<file path="src/hdl/sha1bc_pkg.sv">
// Shared types, constants and round functions for the SHA-1 compression block.
// No dependencies; used by all sha1bc modules.
`default_nettype none

package sha1bc_pkg;

    localparam int WORD_W       = 32;
    localparam int DIGEST_WORDS = 5;
    localparam int BLOCK_WORDS  = 16;
    localparam int ROUNDS       = 80;
    localparam int QUEUE_DEPTH  = 4;

    localparam int QPTR_W = $clog2(QUEUE_DEPTH);
    localparam int QCNT_W = $clog2(QUEUE_DEPTH + 1);
    localparam int RND_W  = $clog2(ROUNDS);
    localparam int CNT_W  = $clog2(BLOCK_WORDS);
    localparam int DIDX_W = $clog2(DIGEST_WORDS);

    typedef logic [WORD_W-1:0] t_word;
    typedef t_word [DIGEST_WORDS-1:0] t_chain;

    localparam t_chain INIT_CHAIN = {
        32'hc3d2e1f0, 32'h10325476, 32'h98badcfe, 32'hefcdab89, 32'h67452301
    };

    localparam t_word K_0 = 32'h5a827999;
    localparam t_word K_1 = 32'h6ed9eba1;
    localparam t_word K_2 = 32'h8f1bbcdc;
    localparam t_word K_3 = 32'hca62c1d6;

    typedef struct packed {
        t_word word;
        logic  reload;
        logic  last;
        logic  emit;
    } t_cmd;

    typedef struct packed {
        logic   load;
        t_chain chain;
    } t_digest_req;

    typedef enum logic [1:0] {
        ST_LOAD,
        ST_ROUND,
        ST_ADD,
        ST_EMIT
    } t_state;

    function automatic t_word rotl(input t_word x, input int n);
        return (x << n) | (x >> (WORD_W - n));
    endfunction

    function automatic t_word round_k(input logic [RND_W-1:0] r);
        t_word k;
        if (r < RND_W'(20))      k = K_0;
        else if (r < RND_W'(40)) k = K_1;
        else if (r < RND_W'(60)) k = K_2;
        else                     k = K_3;
        return k;
    endfunction

    function automatic t_word round_f(input logic [RND_W-1:0] r,
                                      input t_word b, input t_word c, input t_word d);
        t_word f;
        if (r < RND_W'(20))      f = (b & c) ^ (~b & d);
        else if (r < RND_W'(40)) f = b ^ c ^ d;
        else if (r < RND_W'(60)) f = (b & c) ^ (b & d) ^ (c & d);
        else                     f = b ^ c ^ d;
        return f;
    endfunction

endpackage

`default_nettype wire

</file>
<file path="src/hdl/sha1_block_compression.sv">
// SHA-1 block compression over 32-bit big-endian words of a padded message.
// A four-entry command queue sits between the word front end and the round
// engine. The engine loads a block at one word per cycle while commands are
// queued, then runs the SHA-1 rounds at one round per cycle, then the chaining
// add; words keep being taken until the queue fills. The round engine, not the
// front end, limits sustained throughput. The digest is read out as five
// words, one per pop.
// Depends on sha1bc_pkg, sha1bc_front, sha1bc_back, sha1bc_out.
`default_nettype none

module sha1_block_compression (
    input  wire logic              i_clk,
    input  wire logic              i_rst_n,
    input  wire logic              push,
    output logic                   full,
    input  wire sha1bc_pkg::t_word i_message_word,
    input  wire logic              i_start_message,
    input  wire logic              i_end_message,
    output logic                   empty,
    input  wire logic              pop,
    output sha1bc_pkg::t_word      o_digest_word,
    output logic                   o_digest_last
);
    import sha1bc_pkg::*;

    logic        cmd_valid;
    t_cmd        cmd;
    logic        take;
    t_digest_req req;
    logic        out_ready;

    sha1bc_front u_front (
        .i_clk       (i_clk),
        .i_rst_n     (i_rst_n),
        .i_push      (push),
        .o_full      (full),
        .i_word      (i_message_word),
        .i_start     (i_start_message),
        .i_end       (i_end_message),
        .o_cmd_valid (cmd_valid),
        .o_cmd       (cmd),
        .i_take      (take)
    );

    sha1bc_back u_back (
        .i_clk       (i_clk),
        .i_rst_n     (i_rst_n),
        .i_cmd_valid (cmd_valid),
        .i_cmd       (cmd),
        .o_take      (take),
        .o_req       (req),
        .i_out_ready (out_ready)
    );

    sha1bc_out u_out (
        .i_clk   (i_clk),
        .i_rst_n (i_rst_n),
        .i_req   (req),
        .o_ready (out_ready),
        .o_empty (empty),
        .i_pop   (pop),
        .o_word  (o_digest_word),
        .o_last  (o_digest_last)
    );

endmodule

`default_nettype wire

</file>
<file path="src/hdl/sha1bc_front.sv">
// Front end: accepts message words, tracks block position, queues commands.
// Depends on sha1bc_pkg.
`default_nettype none

module sha1bc_front (
    input  wire logic              i_clk,
    input  wire logic              i_rst_n,
    input  wire logic              i_push,
    output logic                   o_full,
    input  wire sha1bc_pkg::t_word i_word,
    input  wire logic              i_start,
    input  wire logic              i_end,
    output logic                   o_cmd_valid,
    output sha1bc_pkg::t_cmd       o_cmd,
    input  wire logic              i_take
);
    import sha1bc_pkg::*;

    t_cmd               r_q [QUEUE_DEPTH];
    logic [QPTR_W-1:0]  r_wr;
    logic [QPTR_W-1:0]  r_rd;
    logic [QCNT_W-1:0]  r_count;
    logic [CNT_W-1:0]   r_cnt;
    logic [CNT_W-1:0]   pos;
    logic               accept;
    logic               deq;
    t_cmd               cmd_in;

    assign o_full      = (r_count == QCNT_W'(QUEUE_DEPTH));
    assign accept      = i_push && !o_full;
    assign o_cmd_valid = (r_count != '0);
    assign deq         = i_take && o_cmd_valid;
    assign o_cmd       = r_q[r_rd];

    // word position within the block after a possible restart
    assign pos           = i_start ? '0 : r_cnt;
    assign cmd_in.word   = i_word;
    assign cmd_in.reload = i_start;
    assign cmd_in.last   = (pos == CNT_W'(BLOCK_WORDS - 1));
    assign cmd_in.emit   = i_end && cmd_in.last;

    always_ff @(posedge i_clk) begin
        if (!i_rst_n) begin
            r_wr    <= '0;
            r_rd    <= '0;
            r_count <= '0;
            r_cnt   <= '0;
        end else begin
            if (accept) begin
                r_wr  <= r_wr + 1'b1;
                r_cnt <= pos + 1'b1;
            end
            if (deq) begin
                r_rd <= r_rd + 1'b1;
            end
            if (accept && !deq) begin
                r_count <= r_count + 1'b1;
            end else if (!accept && deq) begin
                r_count <= r_count - 1'b1;
            end
        end
    end

    always_ff @(posedge i_clk) begin
        if (accept) begin
            r_q[r_wr] <= cmd_in;
        end
    end

endmodule

`default_nettype wire

</file>
<file path="src/hdl/sha1bc_back.sv">
// Back end: schedule window, one SHA-1 round per cycle, chaining update.
// Depends on sha1bc_pkg.
`default_nettype none

module sha1bc_back (
    input  wire logic              i_clk,
    input  wire logic              i_rst_n,
    input  wire logic              i_cmd_valid,
    input  wire sha1bc_pkg::t_cmd  i_cmd,
    output logic                   o_take,
    output sha1bc_pkg::t_digest_req o_req,
    input  wire logic              i_out_ready
);
    import sha1bc_pkg::*;

    t_state             r_state;
    t_state             n_state;
    t_chain             r_chain;
    t_chain             r_wk;
    t_word              r_sched [BLOCK_WORDS];
    logic [RND_W-1:0]   r_round;
    logic               r_emit;
    t_word              w_new;
    t_word              tmp;
    logic               take;
    logic               last_round;

    assign take       = (r_state == ST_LOAD) && i_cmd_valid;
    assign last_round = (r_round == RND_W'(ROUNDS - 1));

    // r_sched[j] holds w[t+j]; index 0 is the word used this round
    assign w_new = rotl(r_sched[13] ^ r_sched[8] ^ r_sched[2] ^ r_sched[0], 1);
    assign tmp   = rotl(r_wk[0], 5) + round_f(r_round, r_wk[1], r_wk[2], r_wk[3])
                 + r_wk[4] + round_k(r_round) + r_sched[0];

    always_comb begin
        n_state = r_state;
        unique case (r_state)
            ST_LOAD: begin
                if (take && i_cmd.last) n_state = ST_ROUND;
            end
            ST_ROUND: begin
                if (last_round) n_state = ST_ADD;
            end
            ST_ADD: begin
                n_state = r_emit ? ST_EMIT : ST_LOAD;
            end
            ST_EMIT: begin
                if (i_out_ready) n_state = ST_LOAD;
            end
            default: n_state = ST_LOAD;
        endcase
    end

    always_comb begin
        o_take      = take;
        o_req.load  = (r_state == ST_EMIT);
        o_req.chain = r_chain;
    end

    always_ff @(posedge i_clk) begin
        if (!i_rst_n) begin
            r_state <= ST_LOAD;
            r_chain <= INIT_CHAIN;
            r_round <= '0;
            r_emit  <= 1'b0;
        end else begin
            r_state <= n_state;
            if (take) begin
                if (i_cmd.reload) r_chain <= INIT_CHAIN;
                if (i_cmd.last) begin
                    r_round <= '0;
                    r_emit  <= i_cmd.emit;
                end
            end
            if (r_state == ST_ROUND) begin
                r_round <= r_round + 1'b1;
            end
            if (r_state == ST_ADD) begin
                for (int i = 0; i < DIGEST_WORDS; i++) begin
                    r_chain[i] <= r_chain[i] + r_wk[i];
                end
            end
        end
    end

    always_ff @(posedge i_clk) begin
        if (take) begin
            for (int j = 0; j < BLOCK_WORDS - 1; j++) begin
                r_sched[j] <= r_sched[j+1];
            end
            r_sched[BLOCK_WORDS-1] <= i_cmd.word;
            if (i_cmd.last) begin
                r_wk <= i_cmd.reload ? INIT_CHAIN : r_chain;
            end
        end else if (r_state == ST_ROUND) begin
            for (int j = 0; j < BLOCK_WORDS - 1; j++) begin
                r_sched[j] <= r_sched[j+1];
            end
            r_sched[BLOCK_WORDS-1] <= w_new;
            r_wk[0] <= tmp;
            r_wk[1] <= r_wk[0];
            r_wk[2] <= rotl(r_wk[1], 30);
            r_wk[3] <= r_wk[2];
            r_wk[4] <= r_wk[3];
        end
    end

endmodule

`default_nettype wire

</file>
<file path="src/hdl/sha1bc_out.sv">
// Digest buffer: holds a finished digest and hands it out one word at a time.
// Depends on sha1bc_pkg.
`default_nettype none

module sha1bc_out (
    input  wire logic                    i_clk,
    input  wire logic                    i_rst_n,
    input  wire sha1bc_pkg::t_digest_req i_req,
    output logic                         o_ready,
    output logic                         o_empty,
    input  wire logic                    i_pop,
    output sha1bc_pkg::t_word            o_word,
    output logic                         o_last
);
    import sha1bc_pkg::*;

    t_chain              r_dig;
    logic [DIDX_W-1:0]   r_idx;
    logic                r_busy;
    logic                deq;

    assign o_ready = !r_busy;
    assign o_empty = !r_busy;
    assign o_word  = r_dig[r_idx];
    assign o_last  = (r_idx == DIDX_W'(DIGEST_WORDS - 1));
    assign deq     = i_pop && r_busy;

    always_ff @(posedge i_clk) begin
        if (!i_rst_n) begin
            r_busy <= 1'b0;
            r_idx  <= '0;
        end else if (!r_busy) begin
            if (i_req.load) begin
                r_busy <= 1'b1;
                r_idx  <= '0;
            end
        end else if (deq) begin
            if (o_last) begin
                r_busy <= 1'b0;
            end else begin
                r_idx <= r_idx + 1'b1;
            end
        end
    end

    always_ff @(posedge i_clk) begin
        if (!r_busy && i_req.load) begin
            r_dig <= i_req.chain;
        end
    end

endmodule

`default_nettype wire

</file>
<file path="config.mk">
export PLATFORM = sky130hd
export DESIGN_NAME = sha1_block_compression
export DESIGN_NICKNAME = d
export VERILOG_FILES = /design/src/hdl/sha1bc_pkg.sv /design/src/hdl/sha1_block_compression.sv /design/src/hdl/sha1bc_front.sv /design/src/hdl/sha1bc_back.sv /design/src/hdl/sha1bc_out.sv
export SDC_FILE = /design/constraint.sdc
export NUM_CORES = 2
export LEC_CHECK = 0
export BUFFER_PORTS_ARGS = -buffer_cell sky130_fd_sc_hd__buf_2
export CORE_ASPECT_RATIO = 0.7
export CORE_UTILIZATION = 59
export CTS_CLUSTER_DIAMETER = 60
export DETAILED_ROUTE_END_ITERATION = 12
export PLACE_DENSITY_LB_ADDON = 0.12
export SYNTH_ARGS = -nofsm -noshare
export SYNTH_HDL_FRONTEND = slang
export SYNTH_SLANG_ARGS = --single-unit
</file>
<file path="constraint.sdc">
create_clock -name i_clk -period 19.3 [get_ports i_clk]
set_clock_uncertainty 0.05 [all_clocks]
set_input_delay 1.93 -clock i_clk [delete_from_list [all_inputs] [get_ports i_clk]]
set_output_delay 1.93 -clock i_clk [all_outputs]
set_load 0.02 [all_outputs]
</file>
==> summary.md <==
| Metric | Value |
|---|---|
| Antenna-violating nets left | `0` |
| Count of final max-slew check failures | `0` |
| Result of the run | `complete, no violations` |
| Final worst path period share | `0.382` |
| Count of endpoints failing hold in the final timing report | `0` |
| Source of the worst register-to-register timing path | `u_back.r_round[3]$_SDFFE_PN0P_` |
| Flop2flop setup slack | `11.93 ns` |
| Number of placement rows | `92` |
| Worst setup path class | `reg -> reg` |
| Clock sink total | `1159` |
| RSZ-0062 raised after global routing | `false` |
| Count of cells along the worst hold path | `0` |
| Yosys reg bits | `1159` |
| Vias per cell | `6.12` |
| Number of hold buffers added after CTS | `0` |
| Mean cell area of the mapped netlist | `12.9 sq um` |
| Post-synthesis instance area | `53600 sq um` |
| Cell count after synthesis | `4141` |
| Final setup viols | `0` |
| Multi-input gate area in the final layout | `19200 sq um` |
| Via count of the first global-routing pass | `31491` |
| Effective utilization at floorplan | `0.595` |
| Area of the core region | `90000 sq um` |
| Net count of the finished layout | `4572` |
| Share of final-layout standard cells stronger than drive strength 1 | `0.0962` |
| Max-slew headroom at the worst pin | `0.176` |
| Number of synthesized flops with an enable pin | `972` |
| Clock buffers created by TritonCTS | `about 110` |
| First-pass detailed-route iteration total | `7` |
| Tightest Hold Check Type | `reg -> reg` |
| Full die area | `~90000 sq um` |
| Clk slew on worst S/H paths | `0.07 ns` |
| Max-capacitance violation count | `0` |
| Buffer count from post-CTS setup fixing | `0` |
| Wire length of the first global-routing pass | `201000 um` |
| Routed wirelength normalized by instance count | `24.4 um` |
| Async set or reset register ratio after synthesis | `0` |
| Resized cells post-CTS | `0` |
| Arrival time worst endpoint | `7.74 ns` |
| Filler instances | `6640` |
| Sum of negative setup slack | `0 ns` |
| Maximum fanout encountered on the critical timing path | `35` |
| H-tree levels | `3` |
| Number of I/O pins | `73` |
| TritonCTS clock tree | `done` |
| Proportion of synthesized chip area in sequential cells | `0.615` |
| Hold slack final | `between 0.3 and 0.4 ns` |
| Routed WL | `approximately 130000 um` |
| Number of DRC violations after detailed routing | `0` |
| PortBufs | `72` |
| Storage element area | `32900 sq um` |
| Die outline width | `362 um` |
| Highest attainable clock frequency | `0.136 GHz` |
| Pin count of the biggest net entering global routing | `161` |
| Number of antenna violations at the first check in global routing | `3` |
| Area added between synthesis and finish | `10.0%` |
| Via total after detailed routing | `between 30000 and 40000` |
| Number of distinct library cells after synthesis | `76` |
| RR Endpoint | `u_back.r_wk[23]$_DFFE_PP_` |
| Root buffer cell | `clkbuf_16` |
| WP data required | `19.67 ns` |
| End-of-flow core utilization | `0.655` |
| Terminating pin of the worst hold path | `u_back.r_sched[10][14]$_DFFE_PP_` |
| Startpoint type of the worst setup path | `register` |
| Synth warnings | `0` |
| Number of design-rule violations left by the first detailed-router iteration | `3914` |
| Slew at the pin closest to its max-slew limit | `1.22 ns` |
| Clock period minus worst slack | `about 7.4 ns` |
| Number of buffers on the longest clock path | `3` |
| Worst setup EP type | `register` |
| Remaining global-route overflow | `0` |
| Global routing usage summed across all routing layers | `0.295` |
| Gp weighted congestion | `0.947` |
| Syn nets | `between 4000 and 5000` |
| Clock network latency to the later pin of the worst-skew pair | `0.72 ns` |
| Die Span Y | `254 um` |
| Cells on worst reg2reg path | `26` |
| Hold path startpoint | `u_back.r_sched[11][14]$_DFFE_PP_` |
| DP Wirelength | `90900 um` |
| Top_reg_cell synth | `edfxtp_1` |
how the worst max path moves through the flow:
stage | slack, ns | to | cells past startpoint | from
2_1_floorplan | 5.99 | u_back.r_sched[0][0]$_DFFE_PP_ | 7 | u_back.r_state[0]$_SDFFE_PN0P_
6_report | 11.93 | u_back.r_wk[23]$_DFFE_PP_ | 26 | u_back.r_round[3]$_SDFFE_PN0P_
5_1_grt | 11.52 | u_back.r_wk[23]$_DFFE_PP_ | 26 | u_back.r_round[4]$_SDFFE_PN0P_
3_3_place_gp | 12.22 | u_back.r_wk[23]$_DFFE_PP_ | 26 | u_back.r_round[3]$_SDFFE_PN0P_
3_5_place_dp | 11.95 | u_back.r_wk[23]$_DFFE_PP_ | 26 | u_back.r_round[3]$_SDFFE_PN0P_
4_1_cts | 11.95 | u_back.r_wk[23]$_DFFE_PP_ | 26 | u_back.r_round[3]$_SDFFE_PN0P_
cell usage after synthesis (25+ instances only):
master / count / area [sq um]
o22ai_1: 39 / 244
nor2b_1: 38 / 238
a21o_1: 86 / 646
a22oi_1: 25 / 188
nand2_1: 518 / 1940
dfxtp_1: 187 / 3740
o21ai_0: 346 / 1730
nand2b_1: 26 / 163
nor2_1: 159 / 597
xor2_1: 76 / 666
inv_1: 240 / 901
nor3_1: 59 / 295
clkbuf_1: 138 / 518
o21a_1: 26 / 195
nand3_1: 58 / 290
mux4_2: 67 / 1510
ha_1: 201 / 2510
a21oi_1: 194 / 971
xnor2_1: 185 / 1620
mux2i_1: 36 / 360
fa_1: 125 / 2500
edfxtp_1: 972 / 29200
kinds of logic (layout without fill, tap and decap cells):
logic type / count (synthesis) / in the layout / share of synthesized area
xor gates and xnor gates: 261 / 261 / 0.0427
muxes: 105 / 105 / 0.0353
adders and majority gates: 326 / 326 / 0.0936
and+or+nand+nor: 946 / 946 / 0.0766
DFF: 1159 / 1159 / 0.615
buffers and inverters: 404 / 566 / 0.0284
other: 0 / 1 / 0
AOI/OAI and AO/OA: 940 / 940 / 0.109
area by class of cell:
cell class	count	area share
clock buffers	140	0.0508
clock inverters	65	0.0114
flip-flops and latches	1159	0.559
multi-input cells	2578	0.325
well taps	1222	0.0259
diodes	1	0.0000424
repair buffers	117	0.0121
inverters	244	0.0157
critical path, stage by stage, from the launching register on:
cell,delay [ns]
dfxtp_1,0.46
nand4_1,0.15
nor2b_1,0.23
inv_2,0.20
nor2_1,0.11
inv_2,0.59
nand2_1,0.57
o221a_2,0.43
fa_1,0.50
inv_1,0.05
fa_1,0.49
fa_1,0.41
inv_1,0.07
ha_1,0.15
inv_1,0.06
fa_1,0.46
nor2b_1,0.13
o21ai_0,0.10
a21oi_1,0.25
a2bb2oi_1,0.39
a31o_2,0.29
nand3_1,0.09
and2_1,0.19
nor2b_1,0.19
a41oi_1,0.18
xor2_1,0.18
o22ai_1,0.10
through the flow:
| step | worst slack (ns) | area (sq um) | instances |
|---|---|---|---|
| after floorplan | 5.99 | 53600 | 4141 |
| after global placement | 12.22 | 55300 | 5320 |
| after detailed placement | 11.95 | 55300 | 5320 |
| after CTS | 11.95 | 59000 | 5525 |
| after global routing | 11.52 | 59000 | 5525 |
| final | 11.93 | 59000 | 5526 |
layout by cell type (no fill, tap or decap), types with 125 or more instances in the layout:
master	instances
nor2_1	157
a21oi_1	194
xnor2_1	185
ha_1	201
dfxtp_1	183
o21ai_0	346
edfxtp_1	972
inv_1	239
nand2_1	514
fa_1	125
routing by layer:
| metal | wire length [um] | global-route usage | vias up |
|---|---|---|---|
| met5 | 25 | 0 | - |
| met4 | 2730 | 0.0650 | 4 |
| met3 | 15000 | 0.0769 | 208 |
| met2 | 56400 | 0.414 | 1644 |
| met1 | 60500 | 0.462 | 16667 |
| li1 | - | - | 15295 |
sequential cells by signal (all words and copies together) (netlist names), named ones only:
register         cells
u_out.r_idx          3
u_front.r_q        140
u_back.o_req       160
u_back.r_state       2
u_back.r_round       7
u_out.r_busy         1
u_front.r_cnt        4
u_back.r_sched     512
u_front.r_rd         2
u_out.r_dig        160
u_back.r_emit        1
u_front.r_count      3
u_back.r_wk        160
u_front.r_wr         2
Power is left out: the tool's default activity adds up to more than one toggle a clock period on the data nets, which glitch-free logic cannot reach.
